### config.mk
export PLATFORM = sky130hd
export DESIGN_NAME = pfb_ctrl
export DESIGN_NICKNAME = d
export VERILOG_FILES = /design/src/design/pfb_pkg.sv /design/src/design/pfb_ctrl.sv
export SDC_FILE = /design/constraint.sdc
export NUM_CORES = 1
export LEC_CHECK = 0
export ABC_AREA = 1
export BUFFER_PORTS_ARGS = -buffer_cell sky130_fd_sc_hd__buf_2
export CAP_MARGIN = 20
export CELL_PAD_IN_SITES_DETAIL_PLACEMENT = 1
export CELL_PAD_IN_SITES_GLOBAL_PLACEMENT = 1
export CORE_AREA = 2 2 39 41
export CTS_CLUSTER_DIAMETER = 40
export DETAILED_ROUTE_END_ITERATION = 16
export DIE_AREA = 0 0 41 43
export PLACE_DENSITY_LB_ADDON = 0.2
export SETUP_SLACK_MARGIN = 0.3
export SYNTH_ARGS = -nofsm -noshare
export SYNTH_HDL_FRONTEND = slang
export SYNTH_SLANG_ARGS = --single-unit
### constraint.sdc
create_clock -name clk -period 2 [get_ports clk]
set_input_delay 0.3 -clock clk [delete_from_list [all_inputs] [get_ports clk]]
set_output_delay 0.3 -clock clk [all_outputs]
set_load 0.05 [all_outputs]
### src/design/pfb_pkg.sv
package pfb_pkg;

  // Fixed field widths of the item and result ports.
  localparam int unsigned COMMAND_W = 2;
  localparam int unsigned MODE_W    = 2;
  localparam int unsigned BYTE_W    = 8;
  // Internal page and column numbers, wide enough for the largest screen.
  localparam int unsigned PAGE_W    = 4;
  localparam int unsigned COL_W     = 8;

  localparam logic [COMMAND_W-1:0] CMD_BLIT  = 2'd0;
  localparam logic [COMMAND_W-1:0] CMD_PIXEL = 2'd1;
  localparam logic [COMMAND_W-1:0] CMD_READ  = 2'd2;

  localparam logic [MODE_W-1:0] MODE_SET   = 2'd0;
  localparam logic [MODE_W-1:0] MODE_CLEAR = 2'd1;

  typedef enum logic [1:0] {
    OP_NONE,
    OP_SET,
    OP_CLEAR,
    OP_XOR
  } op_t;

  typedef enum logic [2:0] {
    ST_CLEAR,
    ST_IDLE,
    ST_READ_UP,
    ST_WRITE_UP,
    ST_READ_LO,
    ST_WRITE_LO
  } state_t;

  // Controller to datapath.
  typedef struct packed {
    logic load;    // capture the decoded item
    logic clear;   // write zero at the sweep address and advance it
    logic read;    // read the selected frame byte
    logic write;   // modify, write back and report the selected byte
    logic sel_lo;  // select the lower (spilled) part
    logic last;    // this report is the last of the item
  } ctrl_cmd_t;

  // Datapath to controller.
  typedef struct packed {
    logic clear_done;
    logic has_up;    // incoming item has an upper part
    logic has_lo;    // incoming item has a lower part
    logic has_lo_q;  // captured item has a lower part
  } ctrl_stat_t;

  function automatic logic [BYTE_W-1:0] apply_op(input logic [BYTE_W-1:0] old,
                                                 input logic [BYTE_W-1:0] mask,
                                                 input op_t op);
    logic [BYTE_W-1:0] res;
    case (op)
      OP_SET:   res = old | mask;
      OP_CLEAR: res = old & ~mask;
      OP_XOR:   res = old ^ mask;
      default:  res = old;
    endcase
    return res;
  endfunction

endpackage

### src/design/pfb_ctrl.sv
module pfb_ctrl (
  input  logic                clk,
  input  logic                rst,
  input  logic                start,
  input  pfb_pkg::ctrl_stat_t stat,
  output pfb_pkg::ctrl_cmd_t  cmd,
  output logic                busy
);

  pfb_pkg::state_t state;
  pfb_pkg::state_t state_next;
  logic            accept;

  assign busy   = (state != pfb_pkg::ST_IDLE);
  assign accept = start && !busy;

  always_ff @(posedge clk) begin
    if (rst) begin
      state <= pfb_pkg::ST_CLEAR;
    end else begin
      state <= state_next;
    end
  end

  always_comb begin
    state_next = state;
    case (state)
      pfb_pkg::ST_CLEAR: begin
        if (stat.clear_done) begin
          state_next = pfb_pkg::ST_IDLE;
        end
      end
      pfb_pkg::ST_IDLE: begin
        if (accept) begin
          if (stat.has_up) begin
            state_next = pfb_pkg::ST_READ_UP;
          end else if (stat.has_lo) begin
            state_next = pfb_pkg::ST_READ_LO;
          end
        end
      end
      pfb_pkg::ST_READ_UP:  state_next = pfb_pkg::ST_WRITE_UP;
      pfb_pkg::ST_WRITE_UP: begin
        state_next = stat.has_lo_q ? pfb_pkg::ST_READ_LO : pfb_pkg::ST_IDLE;
      end
      pfb_pkg::ST_READ_LO:  state_next = pfb_pkg::ST_WRITE_LO;
      pfb_pkg::ST_WRITE_LO: state_next = pfb_pkg::ST_IDLE;
      default:              state_next = pfb_pkg::ST_CLEAR;
    endcase
  end

  always_comb begin
    cmd = '0;
    case (state)
      pfb_pkg::ST_CLEAR:    cmd.clear = !stat.clear_done;
      pfb_pkg::ST_IDLE:     cmd.load = accept;
      pfb_pkg::ST_READ_UP:  cmd.read = 1'b1;
      pfb_pkg::ST_WRITE_UP: begin
        cmd.write = 1'b1;
        cmd.last  = !stat.has_lo_q;
      end
      pfb_pkg::ST_READ_LO: begin
        cmd.read   = 1'b1;
        cmd.sel_lo = 1'b1;
      end
      pfb_pkg::ST_WRITE_LO: begin
        cmd.write  = 1'b1;
        cmd.sel_lo = 1'b1;
        cmd.last   = 1'b1;
      end
      default: cmd = '0;
    endcase
  end

endmodule

# --- Yosys cells after proc, flatten, opt, wreduce, memory -nomap -nowiden ---
# Cells that the tools add are included.
classes:
  n_eq_ne: 9
  n_mux: 12
  reduce_logical: 9
op_table:
  columns: ["cell", "count"]
  rows:
  - ["one-hot mux 3 bit (6 select lines)", 1]
  - ["2-to-1 mux 3 bit", 5]
  - ["== test 3 x 2 -> 1 bit, second input constant", 2]
  - ["== test 3 bit, second input constant", 2]
  - ["OR reduction 2 bit", 3]
  - ["2-to-1 mux 1 bit", 5]
  - ["inequality test 2 bit, second input constant", 2]
  - ["== test 3 x 1 -> 1 bit, second input constant", 1]
  - ["zero test 1 bit", 3]
  - ["zero test 3 bit", 1]
  - ["inequality test 3 x 1 -> 1 bit, second input constant", 1]
  - ["inequality test 3 bit, second input constant", 1]
  - ["AND reduction 3 bit", 1]
  - ["one-hot mux 1 bit (2 select lines)", 1]
  - ["logical AND 1 bit", 1]
word_totals:
  register_bits: 3
  in_bits: 7
  out_inout_bits: 7
  elab_cells: 31

# --- Depth between registers and ports, before layout ---
# Gate-level depths: netlist of run 1.
logic_depth:
  depth_word: 5
  ltp_mapped: 8
  depth_no_buf: 7

# --- Worst setup path after synthesis of run 1 ---
# Ideal clock, no wire load.
synth_path:
  kind: "reg2out"
  from: "reg state[2]"
  to: "out cmd[0] in the netlist's numbering"
  arrival_time_ns: 1.675
  required_time_ns: 1.700
  setup_slack_ns: 0.025
  stages_incl_launch_ff: 5
  n_path_buf: 0
  cell_sequence: "dfxtp_1 -> inv_4 -> nor2_1 -> nand2_1 -> nand2_1"
synth_lines:
  columns: ["element", "line_no", "source"]
  rows:
  - ["start: declaration", "pfb_ctrl.sv:10", "pfb_pkg::state_t state;"]
  - ["start signal: assignment", "pfb_ctrl.sv:19", "state <= pfb_pkg::ST_CLEAR;"]
  - ["start signal: assignment", "pfb_ctrl.sv:21", "state <= state_next;"]
  - ["end: declaration", "pfb_ctrl.sv:6", "output pfb_pkg::ctrl_cmd_t cmd,"]

==> impl_metrics.yaml, run 1 <==
run_status:
  outcome: "finished, final reports clean"
power_and_ir_drop:
  power_frac_clock_pct: 22.3
  p_leak_nw: 0.223
  p_sw_share_pct: 52.8
  pwr-share-seq_pct: 22.1
  p_comb_share_pct: 55.5
  switchingPower_uw: 257
  vdd_drop_max_mv: 0.417
  p_per_area_nw_per_um2: 1140
  intPower_uw: 230
sta:
  period_share_pct: 78.1
  fin_crit_ns: 1.56
  rsz0062_at_grt: "no"
  max-slew-margin-rel_pct: 83.4
  hold_viol: 0
  clock.fmax_mhz: 640
  skew_ns: 0.00476
  setup_viol: 0
  worstMarginPinSlew_ns: 0.251
  finalWorstSetupSlack_ns: 0.438
  setup_tns_ns: 0
  drv_slew: 0
global_route:
  grt_max_degree: 10
  antenna_found_initial: 0
  grt-ovfl-total: 0
  grt_pass1_wl_um: 1320
  grt_usage_pct: 11.3
  first_global_vias: 326
finish:
  drive_above_1_share_pct: 56.5
  synthToLayoutAreaGrowth_pct: 31.2
  diodes: 0
  fin_util_pct: 30.8
  register_area_sq_um: 65.1
  top_register: "state"
  reg_top3: "state x3"
  multi_input_area_sq_um: 213
  n_fill_cell: 175
  finalNetCount: 70
  largest_reg_flops: 3
yosys:
  ys_warn_count: 0
  synth_edf_count: 0
  syn_inst: 47
  netlist.area_leader.share_pct: 18.5
  ys.flop_type: "dfxtp_1"
  synth_area_leader_cell: "dfxtp_1"
  synth.avg_cell_area_sq_um: 6.92
  synth_top_cells_by_area: "dfxtp_1 (18%), nor2_1 (8.1%), buf_6 (6.9%)"
  ys_seq_area_share_pct: 18.5
  syn-cell-area_sq_um: 325
  ys_types: 20
  synthArstFlopShare_pct: 0
  yosysMostFrequentCell: "nor2_1"
  synthesis.nets: 54
  ys_ff_latch: 3
  synth_common_cells: "nor2_1 (7), nand2_1 (6), inv_1 (5)"
route:
  first_iter_violations: 2
  drc: 0
  drt_first_pass_iters: 4
  drt-vias-per-instance: 4.26
  vias: 332
  wl_um: 776
  drtAntennaViolNets: 0
  routedWlPerCell_um: 9.95
clocking:
  cts.sinks: 3
  htree_levels: 1
  cts_root_buffer: "clkbuf_4"
  cts_buffers: 3
  clk_path_buf_depth: 2
  post_cts_buffers: 0
  clk_latency_ns: 0.23
  ctsResizeCount: 2
  cts_tree: "yes"
  cts_hold_buf: 0
  clk_pin_slew_ns: 0.04
run:
  drv_cap: 0
worst_setup_path:
  startpoint_type: "flop"
  required_ns: 1.70
  worstPathArrival_ns: 1.26
  crit_path_max_fanout: 9
  crit_type: "flop to primary output"
  crit_path_end_kind: "primary output"
die:
  pin_count: 14
  rows: 14
  die_x_um: 41
  die_y_um: 43
  dieArea_sq_um: 1760
  initial_core_util_pct: 23.5
  coreArea_sq_um: 1380
placement:
  io_buffers: 13
  post-place-ws_ns: 0.447
  dp_hpwl_um: 627
  finalWeightedCongestion: 0.682
worst_hold_path:
  min_path_type: "primary input to flop"
-- layout by cell type, fill, tap and decap left out, types with 2 or more instances in the layout --
master     n
buf_2     12
clkbuf_4   4
inv_1      5
inv_4      2
nand2_1    6
nand2_2    3
nand3_1    2
nand3_2    2
nor2_1     5
nor2_2     4
nor3_1     3
nor3_2     2
-- layout make-up --
cell class,count,area share (%)
clock buffer,4,6.16
multi-input combinational,34,49.9
tap,16,4.69
sequential,3,15.2
inverter,8,8.21
timing repair buffer,13,15.8
-- stage by stage --
step	cells	hold WS [ns]	power, mW	cell area, sq um
2_1_floorplan	47	0.362	0.341	330
6_report	78	0.259	0.486	427
4_1_cts	78	0.258	0.490	422
5_1_grt	78	0.268	0.520	427
3_5_place_dp	74	0.502	0.378	393
3_3_place_gp	74	0.505	0.381	393
-- power by group through the flow --
stage | registers (mW) | logic [mW] | clock network [mW]
2_1_floorplan | 0.0778 | 0.263 | 0
3_3_place_gp | 0.107 | 0.273 | 0
3_5_place_dp | 0.107 | 0.271 | 0
4_1_cts | 0.108 | 0.274 | 0.109
5_1_grt | 0.112 | 0.294 | 0.115
6_report | 0.108 | 0.270 | 0.108
-- layer usage --
layer / track usage (%) / wire length (um) / vias up
met5: 0 / 0 / -
met1: 12.2 / 330 / 139
met4: 8.00 / 17 / 0
li1: - / - / 178
met3: 3.14 / 43 / 2
met2: 17.8 / 384 / 13
-- worst max-delay path, stage by stage, from the launching register on --
cell,delay (ns)
dfxtp_2,0.46
inv_4,0.07
nor2_8,0.09
nand2_2,0.08
nor2_2,0.07
buf_2,0.26
-- kinds of logic (layout without fill, tap and decap cells) --
group                  Yosys count  count (layout)  share of synthesized area (%)
flip-flops                       3               3                           18.5
AND/OR/NAND/NOR                 31              31                           58.1
AO/OA/AOI/OAI                    3               3                           5.77
buffers and inverters           10              25                           17.7
-- path summary, 6_finish.rpt --
kind              depth (start not counted)  slack, ns  endpoint      from
setup / recovery                          5       0.44    cmd[5]  state[0]
hold / removal                            2       0.26  state[0]       rst
setup reg to reg                          7       0.92  state[0]  state[0]
hold reg to reg                           2       0.56  state[0]  state[0]
No activity file was read; power rests on OpenSTA's default activity.
==> run 2: changes to the inputs <==
- clock period: 2 -> 1.6 ns (I/O delays scaled with it)
==> run 2 against run 1 <==
  * Combinational power rose by 120%
  * Critical path depth did not move
  * Cell count rose by 19%
  * Via count rose by 21%
  * Critical endpoint unchanged
  * Highest routed layer is now met3
  * First-iteration DRC count fell by 100%
  * Largest cell class unchanged
  * Worst hold slack got worse by 0.052 ns
==> impl_metrics.yaml, run 2 (synthesized netlist as in run 1, its figures left out) <==
die:
  pin_count: 14
  dieArea_sq_um: 1760
  die_x_um: 41
  die_y_um: 43
  initial_core_util_pct: 23.5
  rows: 14
  coreArea_sq_um: 1380
clocking:
  cts_root_buffer: "clkbuf_4"
  cts.sinks: 3
  cts_hold_buf: 0
  htree_levels: 1
  clk_latency_ns: 0.23
  clk_pin_slew_ns: 0.04
  cts_tree: "yes"
  cts_buffers: 3
  clk_path_buf_depth: 2
global_route:
  grt_usage_pct: 13.4
  first_global_vias: 398
  grt-ovfl-total: 0
  grt_pass1_wl_um: 1610
  grt_max_degree: 9
  antenna_found_initial: 0
worst_hold_path:
  min_path_type: "primary input to flop"
  hold_depth: 2
finish:
  finalNetCount: 85
  fin_util_pct: 49.3
  reg_top3: "state x3"
  largest_reg_flops: 3
  stdcell_count: 93
  top_register: "state"
  drive_above_1_share_pct: 74.0
  layout_common_cells: "buf_4 (13), buf_2 (6), nor2_1 (5), buf_6 (5)"
  synthToLayoutAreaGrowth_pct: 110
  diodes: 0
  layout_commonest_cell: "buf_4"
worst_setup_path:
  crit_path_end_kind: "primary output"
  startpoint_type: "flop"
  crit_type: "flop to primary output"
  crit_path_max_fanout: 8
  required_ns: 1.36
  worstRegToRegCells: 7
  worstPathArrival_ns: 1.14
route:
  drtAntennaViolNets: 0
  wl_um: 1060
  first_iter_violations: 0
  drt_first_pass_iters: 1
  drt-vias-per-instance: 4.31
  vias: 401
  drc: 0
  routedWlPerCell_um: 11.4
sta:
  hold_viol: 0
  worstMarginPinSlew_ns: 0.254
  setup_tns_ns: 0
  period_share_pct: 85.9
  fin_crit_ns: 1.38
  fin_hold_ws_ns: 0.207
  clock.fmax_mhz: 727
  skew_ns: 0.00204
  rsz0062_at_grt: "yes"
  drv_slew: 0
  max-slew-margin-rel_pct: 82.9
  setup_viol: 0
placement:
  dp_hpwl_um: 704
  io_buffers: 13
  placed_cells: 76
  finalWeightedCongestion: 0.766
power_and_ir_drop:
  switchingPower_uw: 392
  power_frac_clock_pct: 15.3
  p_per_area_nw_per_um2: 1240
  pwr-share-seq_pct: 16.0
  p_comb_share_pct: 68.7
  p_leak_nw: 0.333
  p_sw_share_pct: 46.4
  power_uw: 846
  intPower_uw: 453
  vdd_drop_max_mv: 0.640
run:
  drv_cap: 0
run_status:
  outcome: "finished, final reports clean"
run 2: cell count changes in the layout (fill, tap and decap cells not counted), moves of 4 or more:
cell     delta
buf_6       +5
buf_2       -6
nand2_4     +4
buf_4      +13
buf_8       +4
run 2: final timing paths:
check	startpoint	slack, ns	end
max	state[1]	0.22	cmd[5]
min	rst	0.21	state[0]
max reg2reg	state[1]	0.39	state[2]
min reg2reg	state[1]	0.72	state[1]
run 2: stage by stage:
step	setup slack (ns)	instance area, sq um
after detailed placement	0.167	445
after floorplan	0.288	368
final	0.225	682
after CTS	0.208	642
after global placement	0.162	445
after global routing	0.170	682
run 2: final cells by class:
class                   instances  area (sq um)
fillers                       165           702
clock buffers                   4          26.3
repair buffers                 28           244
multi-input cells              34           280
well taps                      16          20.0
flip-flops and latches          3          71.3
inverters                       8          40.0
run 2: worst max-delay path: stages, from the launching register on:
cell and delay (ns):
dfxtp_4 0.38, buf_6 0.14, nor2_8 0.08, nand2_4 0.07, nor2_4 0.09, buf_8 0.15
run 2: power groups by stage:
stage                     sequential (mW)  clock (mW)  combinational (mW)
after detailed placement            0.131           0               0.386
after CTS                           0.134       0.136               0.541
after floorplan                    0.0973           0               0.355
after global routing                0.140       0.141               0.618
after global placement              0.130           0               0.383
final                               0.136       0.129               0.581
run 2: what timing repair did:
action                     4_1_cts  5_1_grt
buffers inserted                10        3
pin swaps                        6        3
gates cloned                     0        0
setup endpoints to repair        8        8
gates resized for setup         30        6
run 2: metal layers:
layer  track usage (%)  up-vias  share of wire [%]
met4              6.00        0                  0
met3                 0        0                2.2
met5                 0        -                  0
li1                  -      207                  -
met1              16.1      188                 40
met2              23.1        6                 58
